==> src/design/scpd_pkg.sv <==
`default_nettype none

package scpd_pkg;

	localparam int FRAME_BYTES = 8;
	localparam int HELD_BYTES  = 5;

	typedef logic [7:0] byte_t;
	typedef logic [2:0] pos_t;
	typedef logic [1:0] cfg_idx_t;

	localparam logic OP_BYTE  = 1'b0;
	localparam logic OP_FETCH = 1'b1;

	localparam cfg_idx_t CFG_SYNC_FIRST  = 2'd0;
	localparam cfg_idx_t CFG_SYNC_SECOND = 2'd1;
	localparam cfg_idx_t CFG_TYPE_LIMIT  = 2'd2;

	localparam pos_t POS_SYNC_FIRST  = 3'd0;
	localparam pos_t POS_SYNC_SECOND = 3'd1;
	localparam pos_t POS_TYPE        = 3'd2;
	localparam pos_t POS_CHECKSUM    = 3'(FRAME_BYTES - 1);

	localparam byte_t    SYNC_FIRST_RESET  = 8'd170;
	localparam byte_t    SYNC_SECOND_RESET = 8'd85;
	localparam logic [8:0] TYPE_LIMIT_RESET = 9'd256;

	typedef struct packed {
		byte_t      sync_first;
		byte_t      sync_second;
		logic [8:0] type_limit;
	} cfg_t;

	typedef struct packed {
		logic  fetched;
		byte_t frame_type;
		byte_t payload_0;
		byte_t payload_1;
		byte_t payload_2;
		byte_t payload_3;
		logic  holding_full;
	} result_t;

endpackage

`default_nettype wire

==> src/design/sync_checksum_packet_deframer_core.sv <==
// Sync-word packet deframer with an 8-byte frame and an additive checksum.
// The input channel (in_valid, in_stall, operation, rx_byte) carries one
// transaction per operation: operation 0 delivers rx_byte to the frame
// assembler, operation 1 fetches the frame waiting in the holding slot.
// Every input transaction yields exactly one output transaction on
// (out_valid, out_stall, fetched, frame_type, payload_0..3, holding_full).
// The configuration port (cfg_we, cfg_index, cfg_data) writes the sync bytes
// and the type limit; write it only while no transaction is in flight.
// An input transaction passes an input register and then the output
// register, which presents its result. One transaction is accepted
// every cycle unless in_stall is high; the deframer state is updated
// by combinational logic as each transaction leaves the input register.
// Reset clears both pipeline stages, the byte position and the ready flag,
// and loads the default sync bytes and type limit. When the receiver stalls,
// the output register holds its result, the input register fills, and
// in_stall rises once both are occupied.
`default_nettype none

module sync_checksum_packet_deframer_core (
	input  wire logic              clk,
	input  wire logic              arst_n,
	input  wire logic              in_valid,
	output      logic              in_stall,
	input  wire logic              operation,
	input  wire scpd_pkg::byte_t   rx_byte,
	output      logic              out_valid,
	input  wire logic              out_stall,
	output      logic              fetched,
	output      scpd_pkg::byte_t   frame_type,
	output      scpd_pkg::byte_t   payload_0,
	output      scpd_pkg::byte_t   payload_1,
	output      scpd_pkg::byte_t   payload_2,
	output      scpd_pkg::byte_t   payload_3,
	output      logic              holding_full,
	input  wire logic              cfg_we,
	input  wire scpd_pkg::cfg_idx_t cfg_index,
	input  wire logic [8:0]        cfg_data
);
	import scpd_pkg::*;

	logic    valid_s1;
	logic    operation_s1;
	byte_t   rx_byte_s1;
	logic    valid_s2;
	result_t result_s2;
	result_t result;
	cfg_t    cfg;
	logic    s2_ready;
	logic    advance;
	logic    in_accept;

	assign s2_ready  = !valid_s2 || !out_stall;
	assign advance   = valid_s1 && s2_ready;
	assign in_stall  = valid_s1 && !s2_ready;
	assign in_accept = in_valid && !in_stall;

	scpd_cfg_regs u_cfg (
		.clk       (clk),
		.arst_n    (arst_n),
		.cfg_we    (cfg_we),
		.cfg_index (cfg_index),
		.cfg_data  (cfg_data),
		.cfg       (cfg)
	);

	scpd_deframer u_deframer (
		.clk       (clk),
		.arst_n    (arst_n),
		.advance   (advance),
		.operation (operation_s1),
		.rx_byte   (rx_byte_s1),
		.cfg       (cfg),
		.result    (result)
	);

	always_ff @(posedge clk or negedge arst_n) begin
		if (!arst_n) begin
			valid_s1 <= 1'b0;
			valid_s2 <= 1'b0;
		end else begin
			if (in_accept) begin
				valid_s1 <= 1'b1;
			end else if (advance) begin
				valid_s1 <= 1'b0;
			end
			if (advance) begin
				valid_s2 <= 1'b1;
			end else if (!out_stall) begin
				valid_s2 <= 1'b0;
			end
		end
	end

	always_ff @(posedge clk) begin
		if (in_accept) begin
			operation_s1 <= operation;
			rx_byte_s1   <= rx_byte;
		end
		if (advance) begin
			result_s2 <= result;
		end
	end

	assign out_valid    = valid_s2;
	assign fetched      = result_s2.fetched;
	assign frame_type   = result_s2.frame_type;
	assign payload_0    = result_s2.payload_0;
	assign payload_1    = result_s2.payload_1;
	assign payload_2    = result_s2.payload_2;
	assign payload_3    = result_s2.payload_3;
	assign holding_full = result_s2.holding_full;

endmodule

`default_nettype wire

==> src/design/scpd_cfg_regs.sv <==
`default_nettype none

module scpd_cfg_regs (
	input  wire logic              clk,
	input  wire logic              arst_n,
	input  wire logic              cfg_we,
	input  wire scpd_pkg::cfg_idx_t cfg_index,
	input  wire logic [8:0]        cfg_data,
	output      scpd_pkg::cfg_t    cfg
);
	import scpd_pkg::*;

	cfg_t cfg_q;

	always_ff @(posedge clk or negedge arst_n) begin
		if (!arst_n) begin
			cfg_q.sync_first  <= SYNC_FIRST_RESET;
			cfg_q.sync_second <= SYNC_SECOND_RESET;
			cfg_q.type_limit  <= TYPE_LIMIT_RESET;
		end else if (cfg_we) begin
			case (cfg_index)
				CFG_SYNC_FIRST: begin
					cfg_q.sync_first <= cfg_data[7:0];
				end
				CFG_SYNC_SECOND: begin
					cfg_q.sync_second <= cfg_data[7:0];
				end
				CFG_TYPE_LIMIT: begin
					cfg_q.type_limit <= cfg_data;
				end
				default: begin
				end
			endcase
		end
	end

	assign cfg = cfg_q;

endmodule

`default_nettype wire

==> src/design/scpd_deframer.sv <==
`default_nettype none

module scpd_deframer (
	input  wire logic             clk,
	input  wire logic             arst_n,
	input  wire logic             advance,
	input  wire logic             operation,
	input  wire scpd_pkg::byte_t  rx_byte,
	input  wire scpd_pkg::cfg_t   cfg,
	output      scpd_pkg::result_t result
);
	import scpd_pkg::*;

	pos_t  pos_q;
	pos_t  pos_d;
	logic  waiting_q;
	logic  waiting_d;
	logic  buf_we;
	logic  held_load;
	logic  ok;
	byte_t sum;
	byte_t buf_q [0:FRAME_BYTES-2];
	byte_t held_q [0:HELD_BYTES-1];

	assign sum = 8'(buf_q[3] + buf_q[4] + buf_q[5] + buf_q[6]);

	always_comb begin
		pos_d     = pos_q;
		waiting_d = waiting_q;
		buf_we    = 1'b0;
		held_load = 1'b0;
		ok        = 1'b1;
		result    = '0;
		if (operation == OP_FETCH) begin
			if (waiting_q) begin
				result.fetched    = 1'b1;
				result.frame_type = held_q[0];
				result.payload_0  = held_q[1];
				result.payload_1  = held_q[2];
				result.payload_2  = held_q[3];
				result.payload_3  = held_q[4];
				waiting_d         = 1'b0;
			end
		end else if (pos_q == POS_CHECKSUM) begin
			if (sum == rx_byte && !waiting_q) begin
				held_load = 1'b1;
				waiting_d = 1'b1;
			end
			pos_d = POS_SYNC_FIRST;
		end else begin
			case (pos_q)
				POS_SYNC_FIRST: begin
					ok = (rx_byte == cfg.sync_first);
				end
				POS_SYNC_SECOND: begin
					ok = (rx_byte == cfg.sync_second);
				end
				POS_TYPE: begin
					ok = ({1'b0, rx_byte} < cfg.type_limit);
				end
				default: begin
					ok = 1'b1;
				end
			endcase
			if (ok) begin
				buf_we = 1'b1;
				pos_d  = 3'(pos_q + 3'd1);
			end else begin
				pos_d = POS_SYNC_FIRST;
			end
		end
		result.holding_full = waiting_d;
	end

	always_ff @(posedge clk or negedge arst_n) begin
		if (!arst_n) begin
			pos_q     <= POS_SYNC_FIRST;
			waiting_q <= 1'b0;
		end else if (advance) begin
			pos_q     <= pos_d;
			waiting_q <= waiting_d;
		end
	end

	always_ff @(posedge clk) begin
		if (advance && buf_we) begin
			buf_q[pos_q] <= rx_byte;
		end
		if (advance && held_load) begin
			for (int i = 0; i < HELD_BYTES; i++) begin
				held_q[i] <= buf_q[i + 2];
			end
		end
	end

`ifndef SYNTH
	a_fetch_clears: assert property (@(posedge clk) disable iff (!arst_n)
		advance && operation == OP_FETCH && waiting_q |=> !waiting_q)
		else $error("A fetch of a held frame did not clear the ready flag.");

	a_good_frame_held: assert property (@(posedge clk) disable iff (!arst_n)
		advance && operation == OP_BYTE && pos_q == POS_CHECKSUM && !waiting_q
		&& sum == rx_byte |=> waiting_q && pos_q == POS_SYNC_FIRST)
		else $error("A frame with a good checksum was not taken into the slot.");

	a_idle_holds: assert property (@(posedge clk) disable iff (!arst_n)
		!advance |=> $stable(pos_q) && $stable(waiting_q))
		else $error("Deframer state changed without a transaction.");

	a_full_blocks: assert property (@(posedge clk) disable iff (!arst_n)
		advance && operation == OP_BYTE && waiting_q |=> waiting_q)
		else $error("A received byte cleared the ready flag.");
`endif

endmodule

`default_nettype wire
==> config.mk <==
export PLATFORM = sky130hd
export DESIGN_NAME = sync_checksum_packet_deframer_core
export DESIGN_NICKNAME = d
export VERILOG_FILES = /design/src/design/scpd_pkg.sv /design/src/design/sync_checksum_packet_deframer_core.sv /design/src/design/scpd_cfg_regs.sv /design/src/design/scpd_deframer.sv
export SDC_FILE = /design/constraint.sdc
export NUM_CORES = 1
export LEC_CHECK = 0
export BUFFER_PORTS_ARGS = -buffer_cell sky130_fd_sc_hd__buf_2
export CORE_UTILIZATION = 40
export DETAILED_ROUTE_END_ITERATION = 6
export REMOVE_ABC_BUFFERS = 1
export SYNTH_ARGS = -nofsm -noshare
export SYNTH_HDL_FRONTEND = slang
export SYNTH_SLANG_ARGS = --single-unit
==> constraint.sdc <==
create_clock -name clk -period 9 [get_ports clk]
set_clock_uncertainty 0.2 [all_clocks]
set_input_delay 0.9 -clock clk [delete_from_list [all_inputs] [get_ports clk]]
set_output_delay 0.9 -clock clk [all_outputs]
set_load 0.03 [all_outputs]
Word level (Yosys, flattened, before mapping) --
Memories as Yosys holds them, arrays and structs flattened. Index checks and enable logic that the tools add are counted.
Storage, ports and cells: flip-flop bits (word level) 82, memories kept 2, word-level logic and storage cells 76, memory bits (writable) 96
Memories:
- u_deframer.buf_q | words 7, width 8, rd ports 5, clocked after memory_dff 0, write ports 1, line scpd_deframer.sv:22 | byte_t buf_q [0:FRAME_BYTES-2];
- u_deframer.held_q | words 5, width 8, rd ports 5, clocked after memory_dff 0, write ports 5, line scpd_deframer.sv:23 | byte_t held_q [0:HELD_BYTES-1];
Operators by class: bitwise logic cells 1, eq/ne operators 9, $lt $le $gt $ge 1, add/subtract/negate cells 4, reduce and logical (&&, ||, !) cells 20, multiplexer cells 23
Operator list (number):
- two-way mux 41 bit | 1
- adder 8 bit | 3
- equality test 8 bit | 3
- two-way mux 1 bit | 19
- AND reduction 2 bit | 5
- less-than comparator 8 x 9 -> 1 bit | 1
- logical AND 1 bit | 6
- two-way mux 3 bit | 2
- zero test 1 bit | 5
- adder 3 x 1 -> 3 bit, second input constant | 1
- equality test 3 x 1 -> 1 bit, second input constant | 1
- equality test 3 x 2 -> 1 bit, second input constant | 1
- equality test 3 bit, second input constant | 1
- zero test 3 bit | 1
- case mux 1 bit (3 select lines) | 1
- equality test 2 x 1 -> 1 bit, second input constant | 1
- equality test 2 bit, second input constant | 1
- zero test 2 bit | 1
- inequality test 2 x 1 -> 1 bit, second input constant | 1
- nonzero test 2 bit | 1
- logical OR 1 bit | 1
- inverter 1 bit | 1

Longest topological paths before layout --
Gate-level depths: netlist of run 1.
depth after elaboration 11, gate-level depth with buffers 12, depth with buffers taken out 12

Modules after synthesis --
From an unflattened synthesis of run 1, not the netlist that was laid out.
Second synthesis, totals: cell total of the unflattened synthesis 401, area total of the unflattened synthesis 6651.4 µm²
By module, submodules not included:
- scpd_deframer | area each 4067.7 µm², instances 1, cells each 289
- sync_checksum_packet_deframer_core | area each 1624.1 µm², instances 1, cells each 59
- scpd_cfg_regs | area each 959.7 µm², instances 1, cells each 53

Worst setup path before layout of run 1 --
No wires, ideal clock.
path kind input-to-reg, start point in out_stall, end point mem u_deframer.held_q[0][0] (netlist name) (enable), arrival time 7.829 ns, setup slack 0.420 ns, stages on the path 4, library setup time 0.551 ns, path buffers 0, path through a21boi_1 nand2_1 nor2_1 nor4b_1
RTL lines:
- start: declaration | line sync_checksum_packet_deframer_core.sv:27 | input wire logic out_stall,
- end: declaration | line scpd_deframer.sv:23

==> results of run 1 <==
==> kinds of logic after synthesis <==
family / after synthesis / synth area share
xor+xnor: 24 / 0.0316
simple gates: 90 / 0.0806
flops: 162 / 0.710
buf+inv: 40 / 0.0233
compound gates: 35 / 0.0360
mux: 24 / 0.0403
fa+ha+maj: 33 / 0.0779
==> flip-flops by register name, indices dropped and copies added (netlist names) <==
register,flops
rx_byte_s1,8
payload_2,8
u_deframer.buf_q,40
operation_s1,1
payload_0,8
u_cfg.cfg,25
frame_type,8
payload_1,8
fetched,1
u_deframer.held_q,40
holding_full,1
u_deframer.pos_q,3
u_deframer.waiting_q,1
valid_s1,1
payload_3,8
out_valid,1
==> worst register-to-register path: stages, from the launching register on <==
cell and delay, ns:
edfxtp_1 0.42, fa_1 0.55, inv_1 0.06, fa_1 0.50, inv_1 0.05, ha_1 0.22
fa_1 0.50, xnor2_1 0.12, nand4_1 0.11, or4_4 0.57, nor4b_2 0.30, buf_4 0.37
==> power groups by stage <==
| stage | combinational [mW] | sequential, mW | clock (mW) |
|---|---|---|---|
| detailed placement | 0.165 | 0.898 | 0 |
| global placement | 0.162 | 0.896 | 0 |
| global route | 0.185 | 0.887 | 0.717 |
| CTS | 0.166 | 0.882 | 0.687 |
| floorplan | 0.0966 | 0.914 | 0 |
| finish | 0.164 | 0.881 | 0.669 |
==> area by class of cell <==
| class | instances | area (um^2) | share of cell area |
|---|---|---|---|
| clock inverters | 15 | 134 | 0.0171 |
| flip-flops and latches | 162 | 4720 | 0.603 |
| repair buffers | 73 | 378 | 0.0483 |
| multi-input cells | 206 | 1790 | 0.229 |
| clock buffers | 17 | 425 | 0.0543 |
| well taps | 216 | 270 | 0.0345 |
| inverters | 29 | 109 | 0.0139 |
==> layout by cell type, fill, tap and decap left out, types with 3 or more instances in the layout <==
| cell | count |
|---|---|
| mux2_2 | 22 |
| nor2_1 | 9 |
| nand2_1 | 17 |
| dfstp_2 | 9 |
| o22ai_1 | 3 |
| and3_1 | 40 |
| a21oi_1 | 4 |
| dfrtp_1 | 22 |
| ha_1 | 19 |
| a21o_1 | 4 |
| clkinvlp_4 | 4 |
| inv_6 | 4 |
| xnor2_1 | 16 |
| edfxtp_1 | 131 |
| fa_1 | 14 |
| buf_4 | 5 |
| buf_2 | 68 |
| nand2b_1 | 4 |
| inv_1 | 29 |
| xor2_1 | 8 |
| o21ai_0 | 6 |
| clkbuf_16 | 17 |
| o21ai_1 | 3 |
| clkinv_2 | 3 |
==> per-stage QoR <==
step                cells  total power, mW  setup slack (ns)  hold slack (ns)
global placement      686             1.06              4.76            0.205
CTS                   718             1.74              4.67            0.218
detailed placement    686             1.06              4.69            0.205
floorplan             397             1.01             0.420            0.200
finish                718             1.71              4.70            0.218
global route          718             1.79              4.54            0.227
==> how the worst max path moves through the flow <==
stage,from,endpoint,slack [ns],depth (start not counted)
final,u_deframer.buf_q[6][1]$_DFFE_PP_,u_deframer.held_q[0][0]$_DFFE_PP_,4.70,11
after CTS,u_deframer.buf_q[6][1]$_DFFE_PP_,u_deframer.held_q[0][24]$_DFFE_PP_,4.67,11
after floorplan,out_stall,u_deframer.held_q[0][0]$_DFFE_PP_,0.42,4
after global routing,u_deframer.buf_q[6][1]$_DFFE_PP_,u_deframer.held_q[0][0]$_DFFE_PP_,4.54,11
after detailed placement,u_deframer.buf_q[6][1]$_DFFE_PP_,u_deframer.held_q[0][24]$_DFFE_PP_,4.69,11
after global placement,u_deframer.buf_q[6][1]$_DFFE_PP_,u_deframer.held_q[0][17]$_DFFE_PP_,4.76,11
==> per-layer routing <==
metal  vias to the layer above  GRT usage  part of all wire
li1                       1669          -                 -
met1                      1685      0.183              0.44
met2                        81      0.244              0.50
met3                        15     0.0358             0.040
met4                         0     0.0629             0.017
met5                         -          0                 0
==> results.json, run 1 <==
{
  "status": "finished clean",
  "grt_max_degree": 45,
  "antennaDiodeCount": 0,
  "synth_seq_cells": 162,
  "syn_area_mm2": 0.00665,
  "setup_viol_count_final": 0,
  "clock_latency_ns": 0.42,
  "rsz0062_at_grt": "false",
  "first_pass_iters": 5,
  "p_int_mw": 1.30,
  "yosysWarningCount": 0,
  "switching_power_mw": 0.412,
  "hpwl_mm": 7.69,
  "r2r.worst_path.cells": 11,
  "min_path_type": "flip-flop to flip-flop",
  "vias_per_cell": 4.81,
  "core_mm2": 0.0161,
  "synth_cell_types": 47,
  "max_clock_freq_ghz": 0.232,
  "cp-end-kind": "flip-flop",
  "synth-edff-count": 131,
  "grtUsageTotal": 0.147,
  "vias": 3450,
  "clk_pin_slew_ns": 0.06,
  "syn2layout_area_growth_pct": 17.8,
  "synth_common_cells": "edfxtp_1, and3_1, inv_1",
  "layout-drive-gt1-share": 0.287,
  "wirelength_mm": 11.2,
  "dieWidth_um": 131,
  "post_cts_resized": 0,
  "p_seq_frac": 0.514,
  "period_share": 0.478,
  "dieArea_mm2": 0.0171,
  "whs_path_depth": 0,
  "synth.top_cell.area_share": 0.592,
  "finalHoldViolations": 0,
  "avgSynthCellArea_um2": 16.3,
  "arrival_ns": 4.19,
  "slowest_stage": "or4_4",
  "crit_path_max_fanout": 26,
  "synthTopCellsByArea": "edfxtp_1, dfrtp_1, fa_1",
  "cts_hold_buf": 0,
  "synth_most_common_cell": "edfxtp_1",
  "root_buffer": "clkbuf_16",
  "place_congestion": 0.753,
  "critPathBufInv": 3,
  "power_density_mw_per_mm2": 219,
  "switching_share": 0.240,
  "hold_path_end": "u_deframer.held_q[0][4]$_DFFE_PP_",
  "layout.nets": 547,
  "fillCellCount": 1380,
  "grt_pass1_vias": 3494,
  "portBuffers": 68,
  "ys.flop_type": "edfxtp_1",
  "first_iter_violations": 141,
  "fin_util": 0.488,
  "async_reset_ff_frac": 0.191,
  "cts_buffer_depth": 2,
  "syn_inst": 408,
  "postCtsSetupBuffers": 0,
  "timing.setup.tns_ns": 0,
  "worstSetupPathType": "flip-flop to flip-flop",
  "p_leak_nw": 3.13,
  "cpPeakStageDelay_ns": 0.57,
  "path_cells": "fa_1, inv_1, fa_1, inv_1, ha_1, fa_1, xnor2_1, nand4_1, or4_4, nor4b_2, buf_4",
  "min_period_ns": 4.30,
  "critical_path.top_delay_family": "adder cells",
  "clkSinkCount": 162,
  "antenna_found_initial": 0,
  "htree_num_levels": 4,
  "tightest_slew_ns": 1.12,
  "ioPinCount": 69,
  "cts_tree": "built",
  "yosys.area.top_type": "edfxtp_1",
  "p_comb_frac": 0.096,
  "ir_drop_uv": 129,
  "wl_per_cell_um": 15.6,
  "cap_violations": 0,
  "maxSlewViolCount": 0,
  "die_y_um": 131,
  "placed_area_mm2": 0.00727,
  "required_ns": 8.89,
  "p_clk_frac": 0.390,
  "maxSlewHeadroom": 0.250,
  "start_kind": "flip-flop",
  "placementRows": 46,
  "grt_first_pass_wirelength_mm": 18.2,
  "synth-seq-area-share": 0.710,
  "fin_area_mm2": 0.00783,
  "r2r_slack_ns": 4.70,
  "reg2reg_from": "u_deframer.buf_q[6][1]$_DFFE_PP_",
  "cts_buffers": 17,
  "drtAntennaViolNets": 0,
  "overflow": 0,
  "worstHoldStart": "u_deframer.buf_q[2][4]$_DFFE_PP_",
  "drcViolationCount": 0,
  "cpMostUsedCell": "fa_1",
  "r2r-end": "u_deframer.held_q[0][0]$_DFFE_PP_",
  "initial_core_util": 0.414
}
Power figures use the tool's default switching activity.
==> run 2, diff against run 1 <==
==> constraint.sdc (replaced) <==
create_clock -name clk -period 3.55 [get_ports clk]
set_clock_uncertainty 0.2 [all_clocks]
set_input_delay 0.355 -clock clk [delete_from_list [all_inputs] [get_ports clk]]
set_output_delay 0.355 -clock clk [all_outputs]
set_load 0.03 [all_outputs]
==> results.json, run 2 (same netlist as run 1, synthesis figures left out) <==
{
  "htree_num_levels": 4,
  "start_kind": "flip-flop",
  "wl_per_cell_um": 15.2,
  "ir_drop_uv": 350,
  "core_mm2": 0.0161,
  "clock_latency_ns": 0.42,
  "cts_buffers": 17,
  "power_density_mw_per_mm2": 521,
  "drtAntennaViolNets": 0,
  "drcViolationCount": 0,
  "vias": 3567,
  "initial_core_util": 0.414,
  "min_period_ns": 4.15,
  "first_iter_violations": 159,
  "layout.nets": 591,
  "layout-drive-gt1-share": 0.321,
  "required_ns": 3.49,
  "placementRows": 46,
  "rsz0062_at_grt": "true",
  "grt_first_pass_wirelength_mm": 18.4,
  "maxSlewHeadroom": 0.287,
  "ioPinCount": 69,
  "worst_slack_ns": -0.602,
  "fin_util": 0.522,
  "root_buffer": "clkbuf_16",
  "first_pass_iters": 4,
  "antenna_found_initial": 0,
  "grt_pass1_vias": 3560,
  "portBuffers": 68,
  "dieArea_mm2": 0.0171,
  "place_congestion": 0.808,
  "max_clock_freq_ghz": 0.241,
  "vias_per_cell": 4.68,
  "place_ws_ns": -0.723,
  "clk_pin_slew_ns": 0.06,
  "worstSetupPathType": "flip-flop to flip-flop",
  "die_y_um": 131,
  "cts_buffer_depth": 2,
  "status": "finished, violations left",
  "final_cell_mix": "edfxtp_1, buf_2, and3_1",
  "final_common_cell": "edfxtp_1",
  "placed_area_mm2": 0.00738,
  "overflow": 0,
  "hpwl_mm": 7.60,
  "arrival_ns": 4.09,
  "finalHoldViolations": 0,
  "antennaDiodeCount": 0,
  "cts_tree": "built",
  "cap_violations": 0,
  "period_share": 1.17,
  "min_path_type": "input port to flip-flop",
  "dieWidth_um": 131,
  "syn2layout_area_growth_pct": 26.1,
  "wirelength_mm": 11.6,
  "setup_viol_count_final": 42,
  "maxSlewViolCount": 0,
  "p_leak_nw": 3.40,
  "grtUsageTotal": 0.150,
  "fin_area_mm2": 0.00838,
  "tightest_slew_ns": 1.07,
  "cp-end-kind": "flip-flop",
  "grt_max_degree": 45,
  "clkSinkCount": 162,
  "crit_path_max_fanout": 9,
  "violations": "setup timing"
}
run 2: cell count changes in the layout (fill, tap and decap cells not counted), moves of 4 or more:
cell and change:
dlygate4sd3_1 +20, buf_4 +13, buf_12 +4, buf_6 +4
run 2: critical path, cell delays in order (launching register included):
cell and delay (ns):
edfxtp_1 0.42, fa_1 0.56, inv_1 0.05, fa_1 0.47
inv_1 0.04, ha_2 0.19, fa_2 0.54, xnor2_1 0.12
nand4_1 0.11, or4_4 0.45, nor4b_4 0.29, buf_4 0.20
buf_12 0.10, buf_16 0.11
run 2: area by class of cell:
type	instances	area, um^2
clock buffers	17	425
clock inverters	15	134
fillers	1336	7680
inverters	29	109
multi-input cells	206	1850
flip-flops and latches	162	4720
well taps	216	270
repair buffers	117	868
run 2: what timing repair did:
| action | 4_1_cts | 5_1_grt |
|---|---|---|
| setup endpoints to repair | 42 | 42 |
| pin swaps | 8 | 3 |
| resized for setup | 15 | 4 |
| gates cloned | 3 | 1 |
| hold buffers | 20 | 0 |
| hold endpoints to repair | 51 | 0 |
| buffers inserted | 8 | 1 |
run 2: path summary, 6_finish.rpt:
kind                                                   from                                 end  slack, ns  cells after the start
min in group asynchronous                            arst_n           u_cfg.cfg[21]$_DFFE_PN0P_       0.31                      2
min                                             cfg_data[0]           u_cfg.cfg[17]$_DFFE_PN0P_       0.02                      2
min reg2reg                u_deframer.buf_q[2][4]$_DFFE_PP_   u_deframer.held_q[0][4]$_DFFE_PP_       0.22                      0
max reg2reg                u_deframer.buf_q[4][1]$_DFFE_PP_  u_deframer.held_q[0][26]$_DFFE_PP_      -0.60                     13
max in group asynchronous                            arst_n     u_deframer.pos_q[1]$_DFFE_PN0P_       2.38                      2
max                        u_deframer.buf_q[4][1]$_DFFE_PP_  u_deframer.held_q[0][26]$_DFFE_PP_      -0.60                     13
run 2: per-layer routing:
layer / GRT usage / vias to the layer above / part of all wire
met5: 0 / - / 0
met4: 0.0588 / 0 / 0.014
met3: 0.0448 / 15 / 0.043
met2: 0.258 / 80 / 0.51
met1: 0.176 / 1719 / 0.43
li1: - / 1753 / -
run 2: where the power goes:
part / switching [mW] / total (mW) / internal (mW)
registers: 0.0671 / 2.23 / 2.16
logic: 0.256 / 0.442 / 0.185
clock network: 0.727 / 1.70 / 0.969
run 2: through the flow:
stage	hold slack, ns	cells	power, mW	setup TNS [ns]
after floorplan	-0.141	397	2.56	-225.63
after global placement	0.207	699	2.68	-26.30
after detailed placement	0.205	699	2.69	-28.97
after CTS	0.00130	762	4.41	-24.19
after global routing	0.000489	762	4.55	-28.46
final	0.0170	762	4.37	-22.85
==> run 3, diff against run 2 <==
--- a/config.mk
+++ b/config.mk
@@ -5,9 +5,11 @@
 export SDC_FILE = /design/constraint.sdc
 export NUM_CORES = 1
 export LEC_CHECK = 0
+export ABC_AREA = 1
 export BUFFER_PORTS_ARGS = -buffer_cell sky130_fd_sc_hd__buf_2
 export CORE_UTILIZATION = 40
 export DETAILED_ROUTE_END_ITERATION = 6
+export HOLD_SLACK_MARGIN = 0.1
 export REMOVE_ABC_BUFFERS = 1
 export SYNTH_ARGS = -nofsm -noshare
 export SYNTH_HDL_FRONTEND = slang
==> results.json, run 3 <==
{
  "status": "finished, violations left",
  "violations": "setup timing",
  "final_cell_mix": "edfxtp_1, inv_1, nand2_1",
  "finalHoldViolations": 0,
  "path_cells": "fa_1, inv_2, fa_1, inv_1, ha_2, fa_1, inv_1, a21boi_2, nand4_1, nor2_1, nand3_1, nor2_2, nand3_2, nor3_4, buf_6, clkbuf_16",
  "maxSlewViolCount": 0,
  "p_seq_frac": 0.484,
  "synth-edff-count": 131,
  "antenna_found_initial": 0,
  "holdWs_ns": 0.218,
  "clock_latency_ns": 0.42,
  "synth.top_cell.area_share": 0.576,
  "worstSetupPathType": "flip-flop to flip-flop",
  "cts_buffers": 17,
  "synth_seq_cells": 162,
  "overflow": 0,
  "clk_pin_slew_ns": 0.06,
  "min_path_type": "flip-flop to flip-flop",
  "placed_area_mm2": 0.00755,
  "clkSinkCount": 162,
  "hpwl_mm": 7.85,
  "place_congestion": 0.786,
  "antennaDiodeCount": 0,
  "yosys.area.top_type": "edfxtp_1",
  "rsz0062_at_grt": "true",
  "synth_common_cells": "edfxtp_1, inv_1, nand2_1",
  "core_mm2": 0.0166,
  "syn_inst": 558,
  "required_ns": 3.49,
  "period_share": 1.11,
  "cts_tree": "built",
  "final_common_cell": "edfxtp_1",
  "ir_drop_uv": 341,
  "wirelength_mm": 11.7,
  "switching_power_mw": 1.16,
  "fin_area_mm2": 0.00850,
  "layout-drive-gt1-share": 0.219,
  "synth_most_common_cell": "edfxtp_1",
  "syn_area_mm2": 0.00683,
  "dieWidth_um": 133,
  "vias": 4057,
  "drtAntennaViolNets": 0,
  "syn2layout_area_growth_pct": 24.4,
  "synth_cell_types": 29,
  "switching_share": 0.250,
  "slowest_stage": "fa_1",
  "htree_num_levels": 4,
  "synth-seq-area-share": 0.691,
  "timing.setup.tns_ns": -15.19,
  "cap_violations": 0,
  "p_leak_nw": 3.72,
  "power_density_mw_per_mm2": 544,
  "grt_first_pass_wirelength_mm": 18.8,
  "p_comb_frac": 0.115,
  "setup_viol_count_final": 42,
  "ys.flop_type": "edfxtp_1",
  "tightest_slew_ns": 1.09,
  "synthTopCellsByArea": "edfxtp_1, dfrtp_1, inv_1",
  "total_power_mw": 4.62,
  "drcViolationCount": 0,
  "vias_per_cell": 4.44,
  "wl_per_cell_um": 12.8,
  "p_int_mw": 3.47,
  "layout.nets": 739,
  "max_clock_freq_ghz": 0.254,
  "start_kind": "flip-flop",
  "cpPeakStageDelay_ns": 0.58,
  "ioPinCount": 69,
  "grt_pass1_vias": 3998,
  "root_buffer": "clkbuf_16",
  "dieArea_mm2": 0.0176,
  "first_iter_violations": 116,
  "portBuffers": 68,
  "fillCellCount": 1470,
  "grtUsageTotal": 0.141,
  "initial_core_util": 0.410,
  "die_y_um": 133,
  "worst_slack_ns": -0.388,
  "min_period_ns": 3.94,
  "avgSynthCellArea_um2": 12.2,
  "async_reset_ff_frac": 0.191,
  "grt_max_degree": 44,
  "placementRows": 47,
  "cp-end-kind": "flip-flop",
  "arrival_ns": 3.87,
  "cpMostUsedCell": "fa_1",
  "cts_buffer_depth": 2,
  "crit_path_max_fanout": 5,
  "maxSlewHeadroom": 0.272,
  "p_clk_frac": 0.400,
  "yosysWarningCount": 0,
  "first_pass_iters": 4
}
## run 3: final cells by class
cell class | instances | area, um^2 | share of cell area
tap | 220 | 275 | 0.0324
clock inverter | 15 | 181 | 0.0214
clock buffer | 17 | 425 | 0.0501
timing repair buffer | 114 | 796 | 0.0937
multi-input combinational | 286 | 1720 | 0.203
inverter | 100 | 375 | 0.0442
sequential | 162 | 4720 | 0.556
## run 3: kinds of logic (layout without fill, tap and decap cells)
family | count (synthesis) | in the layout | synth area share
xor gates and xnor gates | 12 | 12 | 0.0154
DFF | 162 | 162 | 0.691
adders and majority gates | 33 | 33 | 0.0758
AOI/OAI and AO/OA | 41 | 41 | 0.0315
buffers and inverters | 110 | 246 | 0.0626
and+or+nand+nor | 200 | 200 | 0.124
## run 3: critical path: cells and delay by family, from the launching register on
| kind | cells | cell delay [ns] |
|---|---|---|
| buffers and inverters | 5 | 0.48 |
| DFF | 1 | 0.42 |
| and+or+nand+nor | 6 | 0.67 |
| AOI/OAI and AO/OA | 1 | 0.12 |
| adders and majority gates | 4 | 1.77 |
## run 3: power groups by stage
stage               clock (mW)  sequential, mW  combinational, mW
CTS                       1.89            2.24              0.539
floorplan                    0            2.35              0.281
global route              1.96            2.25              0.598
finish                    1.85            2.24              0.533
detailed placement           0            2.28              0.513
global placement             0            2.27              0.505
## run 3: worst paths after layout
kind / start / end / slack, ns / cells past startpoint
hold reg to reg: u_deframer.buf_q[2][0]$_DFFE_PP_ / u_deframer.held_q[0][0]$_DFFE_PP_ / 0.22 / 0
setup reg to reg: u_deframer.buf_q[6][1]$_DFFE_PP_ / u_deframer.held_q[0][18]$_DFFE_PP_ / -0.39 / 16
setup / recovery: u_deframer.buf_q[6][1]$_DFFE_PP_ / u_deframer.held_q[0][18]$_DFFE_PP_ / -0.39 / 16
max in group asynchronous: arst_n / valid_s1$_DFFE_PN0P_ / 2.42 / 2
hold / removal: u_deframer.buf_q[2][0]$_DFFE_PP_ / u_deframer.held_q[0][0]$_DFFE_PP_ / 0.22 / 0
min in group asynchronous: arst_n / u_cfg.cfg[6]$_DFFE_PN0P_ / 0.30 / 2
## run 3: metrics by stage
step           instances  worst slack [ns]  utilization
6_report             914            -0.388        0.511
5_1_grt              914            -0.624        0.511
4_1_cts              910            -0.406        0.507
3_5_place_dp         853            -0.515        0.454
3_3_place_gp         853            -0.457        0.454
2_1_floorplan        548             -2.70            -
## run 3: routing by layer
layer / GRT usage / share of wire
met1: 0.163 / 0.43
met2: 0.245 / 0.51
met3: 0.0383 / 0.039
met4: 0.0645 / 0.016
met5: 0 / 0
## run 3: what timing repair did
action | 4_1_cts | 5_1_grt
endpoints found under the hold margin | 58 | 0
buffers inserted | 3 | 3
setup endpoints to repair | 42 | 42
resized for setup | 8 | 9
hold buffers | 21 | 0
pin swaps | 0 | 0
gates cloned | 1 | 2
